### src/gcsc_pkg.sv
// Shared types, constants and the microprogram of the coloring counter.
`default_nettype none

package gcsc_pkg;

  localparam int ROW_W = 16;
  localparam int COUNT_W = 49;
  localparam int DEF_MAX_VERTICES = 16;
  localparam int DEF_MAX_COLORS = 8;
  localparam int CFG_DATA_W = 5;

  localparam logic [COUNT_W-1:0] COUNT_MAX = '1;

  localparam logic REG_NUM_COLORS = 1'b0;
  localparam logic REG_NUM_VERTICES = 1'b1;

  localparam logic [3:0] NUM_COLORS_RST = 4'd3;
  localparam logic [4:0] NUM_VERTICES_RST = 5'd4;

  typedef logic [3:0] step_t;

  localparam step_t ST_IDLE = 4'd0;
  localparam step_t ST_INIT = 4'd1;
  localparam step_t ST_TRY = 4'd2;
  localparam step_t ST_CHECK = 4'd3;
  localparam step_t ST_PUSH = 4'd4;
  localparam step_t ST_LEAF = 4'd5;
  localparam step_t ST_POP = 4'd6;
  localparam step_t ST_DEC = 4'd7;
  localparam step_t ST_EXT = 4'd8;
  localparam step_t ST_MUL = 4'd9;
  localparam step_t ST_DONE = 4'd10;
  localparam step_t ST_ONE = 4'd11;

  typedef enum logic [2:0] {
    C_NEVER,
    C_ALWAYS,
    C_IDLE_WAIT,
    C_NS_ZERO,
    C_IS_LAST,
    C_NONE_OK,
    C_V_ZERO,
    C_EXTRA_ZERO
  } cond_t;

  typedef enum logic [2:0] {
    CNT_HOLD,
    CNT_CLEAR,
    CNT_ONE,
    CNT_ADD,
    CNT_MUL
  } cnt_op_t;

  typedef enum logic [1:0] {
    V_HOLD,
    V_CLEAR,
    V_INC,
    V_DEC
  } v_op_t;

  typedef enum logic [1:0] {
    STK_HOLD,
    STK_PUSH,
    STK_POP
  } stk_op_t;

  typedef enum logic [1:0] {
    EXT_HOLD,
    EXT_LOAD,
    EXT_DEC
  } ext_op_t;

  typedef struct packed {
    cond_t   cond;
    step_t   target;
    cnt_op_t cnt_op;
    v_op_t   v_op;
    stk_op_t stk_op;
    ext_op_t ext_op;
    logic    emit;
  } ucode_t;

  localparam ucode_t UC_NOP = '{
    cond: C_NEVER, target: ST_IDLE, cnt_op: CNT_HOLD, v_op: V_HOLD,
    stk_op: STK_HOLD, ext_op: EXT_HOLD, emit: 1'b0
  };

  function automatic ucode_t ucode(input step_t pc);
    ucode_t w;
    w = UC_NOP;
    unique case (pc)
      ST_IDLE: begin
        w.cond = C_IDLE_WAIT;
        w.target = ST_IDLE;
      end
      ST_INIT: begin
        w.cnt_op = CNT_CLEAR;
        w.v_op = V_CLEAR;
        w.ext_op = EXT_LOAD;
        w.cond = C_NS_ZERO;
        w.target = ST_ONE;
      end
      ST_TRY: begin
        w.cond = C_IS_LAST;
        w.target = ST_LEAF;
      end
      ST_CHECK: begin
        w.cond = C_NONE_OK;
        w.target = ST_POP;
      end
      ST_PUSH: begin
        w.stk_op = STK_PUSH;
        w.v_op = V_INC;
        w.cond = C_ALWAYS;
        w.target = ST_TRY;
      end
      ST_LEAF: begin
        w.cnt_op = CNT_ADD;
      end
      ST_POP: begin
        w.stk_op = STK_POP;
        w.cond = C_V_ZERO;
        w.target = ST_EXT;
      end
      ST_DEC: begin
        w.v_op = V_DEC;
        w.cond = C_ALWAYS;
        w.target = ST_TRY;
      end
      ST_EXT: begin
        w.cond = C_EXTRA_ZERO;
        w.target = ST_DONE;
      end
      ST_MUL: begin
        w.cnt_op = CNT_MUL;
        w.ext_op = EXT_DEC;
        w.cond = C_ALWAYS;
        w.target = ST_EXT;
      end
      ST_DONE: begin
        w.emit = 1'b1;
        w.cond = C_ALWAYS;
        w.target = ST_IDLE;
      end
      ST_ONE: begin
        w.cnt_op = CNT_ONE;
        w.cond = C_ALWAYS;
        w.target = ST_EXT;
      end
      default: begin
        w.cond = C_ALWAYS;
        w.target = ST_IDLE;
      end
    endcase
    return w;
  endfunction

endpackage

`default_nettype wire

### src/graph_coloring_solution_counter.sv
// Coloring counter: row store, microcoded backtracking search and result register.
//
//   channel   handshake             payload
//   row in    start / busy          row_index, row_bits, last_row
//   result    done (strobe)         solution_count, colorable
//   config    cfg_valid / cfg_ready cfg_index, cfg_data
//
// A row word is taken while busy is low; busy stays low between rows.
// A word with last_row set starts the search, one microcode step per cycle: set-up;
// per vertex, try, check and push the lowest allowed color, or pop and step back once
// none is left; at the last vertex, add the allowed colors to the count; per vertex
// beyond the row width, multiply the count by the number of colors; then emit.
// done pulses for one cycle after the search; the receiver cannot stall. Synchronous
// reset clears the sequencer, color stack, count and done, and presets the config.
`default_nettype none

module graph_coloring_solution_counter
  import gcsc_pkg::*;
#(
  parameter int MAX_VERTICES = DEF_MAX_VERTICES,
  parameter int MAX_COLORS = DEF_MAX_COLORS
) (
  input  wire logic                  clk,
  input  wire logic                  rst,
  input  wire logic                  start,
  output logic                       busy,
  input  wire logic [3:0]            row_index,
  input  wire logic [ROW_W-1:0]      row_bits,
  input  wire logic                  last_row,
  output logic                       done,
  output logic [COUNT_W-1:0]         solution_count,
  output logic                       colorable,
  input  wire logic                  cfg_valid,
  output logic                       cfg_ready,
  input  wire logic                  cfg_index,
  input  wire logic [CFG_DATA_W-1:0] cfg_data
);

  localparam int SEARCH_V = (MAX_VERTICES < ROW_W) ? MAX_VERTICES : ROW_W;
  localparam int SIW = $clog2(SEARCH_V);
  localparam int VW = $clog2(MAX_VERTICES + 1);
  localparam int CLW = $clog2(MAX_COLORS + 1);
  localparam int PW = COUNT_W + CLW;

  logic [3:0] num_colors;
  logic [4:0] num_vertices;

  logic [ROW_W-1:0] adj [SEARCH_V];
  logic [CLW-1:0]   stack [SEARCH_V];
  logic [SIW-1:0]   v;
  logic [VW-1:0]    extra;
  logic [COUNT_W-1:0] count;
  step_t pc;
  step_t pc_next;
  ucode_t uw;

  logic           accept;
  logic [5:0]     nv6;
  logic [VW-1:0]  n_eff;
  logic [VW-1:0]  ns;
  logic [CLW-1:0] m_eff;
  logic [MAX_COLORS-1:0] forbid;
  logic [MAX_COLORS-1:0] allowed;
  logic [CLW-1:0] low_color;
  logic [CLW-1:0] n_ok;
  logic [COUNT_W:0] sum;
  logic [PW-1:0]  prod;
  logic           cond_true;

  assign cfg_ready = 1'b1;
  assign busy = (pc != ST_IDLE);
  assign accept = start && !busy;

  always_ff @(posedge clk) begin
    if (rst) begin
      num_colors <= NUM_COLORS_RST;
      num_vertices <= NUM_VERTICES_RST;
    end else if (cfg_valid && cfg_ready) begin
      unique case (cfg_index)
        REG_NUM_COLORS:   num_colors <= cfg_data[3:0];
        REG_NUM_VERTICES: num_vertices <= cfg_data;
      endcase
    end
  end

  always_ff @(posedge clk) begin
    if (accept && ({1'b0, row_index} < 5'(SEARCH_V))) begin
      adj[SIW'(row_index)] <= row_bits;
    end
  end

  always_comb begin
    nv6 = {1'b0, num_vertices};
    n_eff = (nv6 > 6'(MAX_VERTICES)) ? VW'(MAX_VERTICES) : VW'(nv6);
    ns = (n_eff > VW'(SEARCH_V)) ? VW'(SEARCH_V) : n_eff;
    m_eff = ({1'b0, num_colors} > 5'(MAX_COLORS)) ? CLW'(MAX_COLORS)
                                                  : num_colors[CLW-1:0];
  end

  always_comb begin
    forbid = '0;
    for (int i = 0; i < SEARCH_V; i++) begin
      for (int k = 0; k < MAX_COLORS; k++) begin
        if ((SIW'(i) < v) && adj[v][i] && (stack[i] == CLW'(k + 1))) begin
          forbid[k] = 1'b1;
        end
      end
    end
    for (int k = 0; k < MAX_COLORS; k++) begin
      allowed[k] = (CLW'(k + 1) <= m_eff) && !forbid[k] && (CLW'(k + 1) > stack[v]);
    end
    low_color = '0;
    for (int k = MAX_COLORS - 1; k >= 0; k--) begin
      if (allowed[k]) begin
        low_color = CLW'(k + 1);
      end
    end
    n_ok = CLW'($countones(allowed));
  end

  always_comb begin
    sum = {1'b0, count} + (COUNT_W + 1)'(n_ok);
    prod = PW'(count) * PW'(m_eff);
  end

  always_comb begin
    uw = ucode(pc);
    unique case (uw.cond)
      C_NEVER:      cond_true = 1'b0;
      C_ALWAYS:     cond_true = 1'b1;
      C_IDLE_WAIT:  cond_true = !(start && last_row);
      C_NS_ZERO:    cond_true = (ns == '0);
      C_IS_LAST:    cond_true = (VW'(v) == ns - VW'(1));
      C_NONE_OK:    cond_true = (allowed == '0);
      C_V_ZERO:     cond_true = (v == '0);
      C_EXTRA_ZERO: cond_true = (extra == '0);
    endcase
    pc_next = cond_true ? uw.target : pc + step_t'(1);
  end

  always_ff @(posedge clk) begin
    if (rst) begin
      pc <= ST_IDLE;
    end else begin
      pc <= pc_next;
    end
  end

  always_ff @(posedge clk) begin
    if (rst) begin
      v <= '0;
      for (int i = 0; i < SEARCH_V; i++) begin
        stack[i] <= '0;
      end
    end else begin
      unique case (uw.stk_op)
        STK_PUSH: stack[v] <= low_color;
        STK_POP:  stack[v] <= '0;
        default: ;
      endcase
      unique case (uw.v_op)
        V_CLEAR: v <= '0;
        V_INC:   v <= v + SIW'(1);
        V_DEC:   v <= v - SIW'(1);
        default: ;
      endcase
    end
  end

  always_ff @(posedge clk) begin
    if (rst) begin
      count <= '0;
      extra <= '0;
    end else begin
      unique case (uw.cnt_op)
        CNT_CLEAR: count <= '0;
        CNT_ONE:   count <= COUNT_W'(1);
        CNT_ADD:   count <= (sum > {1'b0, COUNT_MAX}) ? COUNT_MAX : sum[COUNT_W-1:0];
        CNT_MUL:   count <= (prod > PW'(COUNT_MAX)) ? COUNT_MAX : prod[COUNT_W-1:0];
        default: ;
      endcase
      unique case (uw.ext_op)
        EXT_LOAD: extra <= n_eff - ns;
        EXT_DEC:  extra <= extra - VW'(1);
        default: ;
      endcase
    end
  end

  always_ff @(posedge clk) begin
    if (rst) begin
      done <= 1'b0;
    end else begin
      done <= uw.emit;
    end
  end

  always_ff @(posedge clk) begin
    if (uw.emit) begin
      solution_count <= count;
      colorable <= (count != '0);
    end
  end

endmodule

`default_nettype wire

### config.mk
export PLATFORM = sky130hd
export DESIGN_NAME = graph_coloring_solution_counter
export DESIGN_NICKNAME = d
export VERILOG_FILES = /design/src/gcsc_pkg.sv /design/src/graph_coloring_solution_counter.sv
export SDC_FILE = /design/constraint.sdc
export NUM_CORES = 1
export LEC_CHECK = 0
export ABC_AREA = 1
export BUFFER_PORTS_ARGS = -buffer_cell sky130_fd_sc_hd__buf_4
export CAP_MARGIN = 20
export CORE_UTILIZATION = 37
export CTS_BUF_LIST = sky130_fd_sc_hd__clkbuf_8
export CTS_CLUSTER_SIZE = 14
export DETAILED_ROUTE_END_ITERATION = 10
export HOLD_SLACK_MARGIN = 0.08
export PLACE_DENSITY = 0.58
export SYNTH_ARGS = -nofsm -noshare
export SYNTH_HDL_FRONTEND = slang
export SYNTH_SLANG_ARGS = --single-unit
### constraint.sdc
create_clock -name clk -period 6.8 [get_ports clk]
set_clock_uncertainty 0.2 [all_clocks]
set_input_delay 0 -clock clk [delete_from_list [all_inputs] [get_ports clk]]
set_output_delay 0 -clock clk [all_outputs]
set_load 0.005 [all_outputs]
Yosys cells after proc, flatten, opt, wreduce, memory -nomap -nowiden:

Memories as Yosys holds them, arrays and structs flattened. A register that Yosys moved wholly into a read port is not among the register bits.
Index checks and enable logic that the tools add are counted.

* flip-flop bits (word level): 122
* RAM bits: 320
* input port bits: 31
* output and inout port bits: 53
* logic and storage cells: 581
* memories kept: 2

* add/sub/neg operators: 14
* multipliers: 1
* $lt $le $gt $ge: 37
* equality and inequality tests: 158
* muxes and demuxes: 170
* bitwise logic cells: 2
* reductions and logical operators: 188

Memory list
* adj: depth 16, width 16, rd ports 1, clocked after Yosys merged registers in 1, write ports 1, line graph_coloring_solution_counter.sv:48 `logic [ROW_W-1:0] adj [SEARCH_V];`
* stack: depth 16, width 4, rd ports 17, clocked after Yosys merged registers in 1, write ports 16, line graph_coloring_solution_counter.sv:49 `logic [CLW-1:0] stack [SEARCH_V];`

Operator list (number)
* equality test 4 x 3 -> 1 bit (second input constant): 68
* one-hot mux 49 bit (4 select lines): 1
* logical AND 1 bit: 162
* two-way mux 1 bit: 140
* equality test 4 x 2 -> 1 bit (second input constant): 34
* two-way mux 49 bit: 2
* equality test 4 bit (second input constant): 20
* equality test 4 x 1 -> 1 bit (second input constant): 17
* two-way mux 4 bit: 17
* one-hot mux 7 bit (9 select lines): 1
* > comparator 53 x 49 -> 1 bit (second input constant): 1
* multiplier 49 x 4 -> 53 bit: 1
* adder 49 x 4 -> 50 bit: 1
* > comparator 50 x 49 -> 1 bit (second input constant): 1
* nonzero test 49 bit: 1
* < comparator 4 bit (first input constant): 8
* > comparator 3 x 4 -> 1 bit (first input constant): 4
* <= comparator 3 x 4 -> 1 bit (first input constant): 4
* < comparator 3 x 4 -> 1 bit (first input constant): 4
* equality test 3 bit (second input constant): 5
* equality test 3 x 2 -> 1 bit (second input constant): 4
* one-hot mux 3 bit (4 select lines): 1
* one-hot mux 4 bit (3 select lines): 1
* > comparator 5 bit (second input constant): 2
* 38 further kinds: 70

Longest topological paths before layout:

* word-level depth: 32
* gate-level depth with buffers: 38
* mapped depth without buffers: 36

Worst setup path after synthesis:

OpenSTA, ideal clock, no wires.

* path type: register to register
* start: reg v[0]
* end: reg count[42]
* setup time: 132 ps
* data arrival time: 5542 ps
* data required time: 6468 ps
* setup slack: 925 ps
* stages on the path, launching flop included: 34
* buffers on the path: 1
* period minus slack after synthesis: 5875 ps
* cells stage by stage: dfxtp_1 > inv_1 > ha_1 > buf_1 > inv_1 > nor2_1 > inv_1 > nand3_1 > nand3_1 > nor2_1 > nand3_1 > nor2_1 > inv_2 > fa_1 > fa_1 > inv_1 > fa_1 > inv_1 > fa_1 > inv_1 > fa_1 > nand3_1 > nand3_1 > nand3_1 > nor2_1 > inv_1 > nor2_1 > nand3_1 > nor2_1 > nand3_1 > xor2_1 > a21oi_1 > a21oi_1 > a21oi_1

* longest elaborated chain between the ends: 29
* elaborated cells between the ends (all ways): 323
* classes of those cells: add/sub: 8; order compare: 17; mux: 130; reduce/logical: 168

RTL lines
* from (decl): line graph_coloring_solution_counter.sv:50 `logic [SIW-1:0] v;`
* from (signal assigned): line graph_coloring_solution_counter.sv:163 `V_INC: v <= v + SIW'(1);`
* from (signal assigned): line graph_coloring_solution_counter.sv:164 `V_DEC: v <= v - SIW'(1);`
* < comparator 1 x 4 -> 1 bit: line graph_coloring_solution_counter.sv:104 `if ((SIW'(i) < v) && adj[v][i] && (stack[i] == CLW'(k + 1))) begin`
* logical AND 1 bit (2 in series): line graph_coloring_solution_counter.sv:104
* two-way mux 1 bit (16 in series): line graph_coloring_solution_counter.sv:104
* logical NOT 1 bit: line graph_coloring_solution_counter.sv:110 `allowed[k] = (CLW'(k + 1) <= m_eff) && !forbid[k] && (CLW'(k + 1) > stack[v]);`
* logical AND 1 bit (2 in series): line graph_coloring_solution_counter.sv:110
* adder 1 x 1 -> 2 bit (not written as such): line graph_coloring_solution_counter.sv:118 `n_ok = CLW'($countones(allowed));`
* adder 2 x 2 -> 3 bit (not written as such): line graph_coloring_solution_counter.sv:118
* adder 3 x 3 -> 4 bit (not written as such) (*): line graph_coloring_solution_counter.sv:118
* adder 49 x 4 -> 50 bit (*): line graph_coloring_solution_counter.sv:122 `sum = {1'b0, count} + (COUNT_W + 1)'(n_ok);`
* > comparator 50 x 49 -> 1 bit: line graph_coloring_solution_counter.sv:178 `CNT_ADD: count <= (sum > {1'b0, COUNT_MAX}) ? COUNT_MAX : sum[COUNT_W-1:0];`
* two-way mux 49 bit (*): line graph_coloring_solution_counter.sv:178
* one-hot mux 49 bit (4 select lines) (*): line graph_coloring_solution_counter.sv:175 `unique case (uw.cnt_op)`
* to (signal assigned): line graph_coloring_solution_counter.sv:178
* to (signal assigned): line graph_coloring_solution_counter.sv:179 `CNT_MUL: count <= (prod > PW'(COUNT_MAX)) ? COUNT_MAX : prod[COUNT_W-1:0];`
* to (decl): line graph_coloring_solution_counter.sv:52 `logic [COUNT_W-1:0] count;`

Mark *: on every way between the ends. The rest lies on a longest branch, timed or not.
A chain may end at the register's enable or synchronous reset.

==> impl_metrics.yaml <==
outcome:
  status: "complete, but fails checks"
  violations: "DRC"
synthesis:
  yosys.cell_types.count: 52
  synth-simple-area-share_pct: 29.1
  yosys.area.top_type_share_pct: 36.1
  synth_edf_count: 354
  synth_compound_area_share_pct: 6.91
  synthMuxAreaShare_pct: 0
  ys_ff_latch: 430
  yosys_warnings: 0
  ys.flop_type: "edfxtp_1"
  synth_top_family_by_area: "simple AND/OR/NAND/NOR gates"
  synth_seq_area_share_pct: 41.3
  async_flop_share_pct: 0
  synthAdderAreaFrac_pct: 9.97
  synth_top_cells_by_area: "edfxtp_1 36%, nand2_1 12%, inv_1 7.1%, nand3_1 6.8%, fa_1 6.7%"
  netlist_area_um2: 29400
  synthXorXnorAreaFrac_pct: 2.74
  synthCells: 3809
  synth_top_cell_by_area: "edfxtp_1"
  syn_area_per_cell_um2: 7.72
setup_path:
  crit_arrival_ns: 6.83
  cpMostUsedCell: "nand3_1"
  worstSetupPathType: "reg -> reg"
  worstSetupStartpointType: "flip-flop"
  slowest_delay_ns: 0.55
  end_kind: "flip-flop"
  path_max_fanout: 29
  cp.required_ns: 7.14
  slowest_stage: "fa_1"
power_and_ir_drop:
  swShare_pct: 36.0
  p_switching_mw: 2.74
  power.share.combinational_pct: 27.9
  seq_power_share_pct: 39.7
  clock_power_share_pct: 32.4
  power_density_nw_per_um2: 223
  p_total_mw: 7.62
  internal-power_mw: 4.87
  vdd_drop_max_uv: 157
  leakagePower_nw: 14.7
placement:
  place.gp.congestion: 0.970
  placed_area_um2: 31600
  dp_slack_ns: 0.135
  place_hpwl_mm: 68.0
  port-buffer-count: 81
drt:
  first_pass_iters: 9
  vias: 26500
  drc_errors: 2
  dr_wl_met2_mm: 45.1
  wl_per_cell_um: 19.1
  routed_wirelength_mm: 97.8
  viasPerCell: 5.17
  ant_nets: 0
  drt-initial-drc-count: 2236
  drt-met1-wl_mm: 42.6
  wl_met3_mm: 6.62
  top_layer: "met4"
clock_network:
  insertion_delay_ns: 0.72
  htreeDepth: 3
  clock-sinks: 430
  cts_tree: "yes"
  clk_pin_slew_worst_paths_ns: 0.06
  cts_buffers: 80
  cts.path.max_buffers: 3
  root_buffer: "clkbuf_8"
global_routing:
  grt_max_degree: 71
  grt.overflow.total: 0
  grt_pass1_vias: 25600
  grt_pass1_wl_mm: 149
  antenna_found_initial: 1
  grt_usage_pct: 23.9
cells_and_area:
  drive_gt1_share_pct: 9.82
  final_area_um2: 34100
  fin_nets: 4215
  area_delta_synth_final_pct: 16.0
  utilization_pct: 43.3
timing:
  slew_viol_final: 0
  period_share_pct: 95.5
  setup-violations-final: 0
  rsz0062_at_grt: "false"
  setup_tns_ns: 0
  max_slew_margin_pct: 22.7
  fmax_mhz: 154
  post-route-min-period_ns: 6.49
  worstMarginPinSlew_ns: 1.16
  hold_viol_final: 0
  fin_ws_ns: 0.306
floorplanning:
  row_count: 103
  die_area_um2: 80700
  initial_utilization_pct: 37.3
  ios: 84
  die_y_um: 284
  core_um2: 78900
  fp.dieW_um: 284
hold_path:
  hp-class: "in -> reg"
run:
  drv_cap: 0
==> sequential cells by signal, summed over array words and instances (netlist names), named ones only <==
register        cells
v                   4
extra               5
pc                  4
num_colors          4
colorable           1
num_vertices        5
count              49
done                1
solution_count     49
adj               240
stack              64
==> placed cells by master, fill, tap and decap left out, types with 13 or more instances in the layout <==
master	count
a31oi_1	13
fa_1	98
a21oi_1	216
nor2_2	37
clkbuf_8	84
nand3_1	397
nand2_2	16
o21ai_1	23
nand4_1	73
nor3_1	73
clkinv_1	15
nor2_1	447
o21ai_0	75
nor4_1	20
dlygate4sd3_1	66
xnor2_1	24
buf_4	176
inv_1	593
nand2_1	917
xor2_1	67
dfxtp_1	72
ha_1	76
edfxtp_1	354
==> worst paths after layout <==
kind	start	end	slack, ns	cells past startpoint
min reg2reg	extra[0]$_SDFFE_PP0P_	extra[0]$_SDFFE_PP0P_	0.28	2
max reg2reg	flip-flop	count[44]$_SDFFE_PP0P_	0.31	31
min	cfg_valid	num_colors[3]$_SDFFE_PP0P_	0.15	6
max	flip-flop	count[44]$_SDFFE_PP0P_	0.31	31
==> power groups by stage <==
stage               clock (mW)  sequential (mW)  combinational [mW]
floorplan                    0             3.05                1.33
global placement             0             3.07                1.98
detailed placement           0             3.07                1.99
CTS                       2.53             3.02                2.04
global route              2.65             3.03                2.33
finish                    2.47             3.02                2.12
==> through the flow <==
step	hold WS (ns)	std cells
finish	0.150	5127
global placement	0.0243	4902
global route	0.155	5127
CTS	0.0981	5116
detailed placement	0.0261	4902
floorplan	-0.101	3811
==> cell families after synthesis <==
family,after synthesis
fa+ha+maj,175
buf+inv,721
xor+xnor,92
compound gates,375
flops,430
other cells,1
simple gates,2015
==> worst max-delay path: cells and delay by family (launching register included) <==
family	cells	cell delay, ns
fa+ha+maj	5	2.24
flops	1	0.46
simple gates	16	2.06
buf+inv	7	0.93
compound gates	2	0.25
xor+xnor	1	0.17
==> layer usage <==
metal	track usage, %	vias up
li1	-	12800
met1	31.7	12600
met3	3.69	190
met2	39.2	965
met4	8.63	0
met5	0	-
==> layout make-up <==
class	count	area, um^2
fillers	8043	44700
multi-input cells	2660	14500
flip-flops and latches	430	12200
repair buffers	262	2420
inverters	575	2160
well taps	1050	1310
clock buffers	84	1160
clock inverters	64	388
diodes	2	5.00
==> cells in the mapped netlist, types with 15 or more instances <==
| cell type | n |
|---|---|
| fa_1 | 99 |
| nor2_1 | 476 |
| nor4_1 | 22 |
| buf_6 | 17 |
| nand3_1 | 400 |
| nand2_2 | 15 |
| ha_1 | 76 |
| buf_1 | 22 |
| xnor2_1 | 25 |
| nand2_1 | 920 |
| clkbuf_1 | 62 |
| o21ai_1 | 23 |
| dfxtp_1 | 76 |
| nand4_1 | 73 |
| buf_2 | 37 |
| xor2_1 | 67 |
| inv_1 | 560 |
| nor3_1 | 74 |
| edfxtp_1 | 354 |
| o21ai_0 | 75 |
| a21oi_1 | 216 |
==> repair_timing <==
action / CTS / global route
gates resized for setup: 0 / 27
hold buffers: 66 / 0
hold endpoints to repair: 545 / 0
endpoints found under the setup margin: 0 / 16
buffers inserted: 0 / 2
No activity file was read; power rests on OpenSTA's default activity.
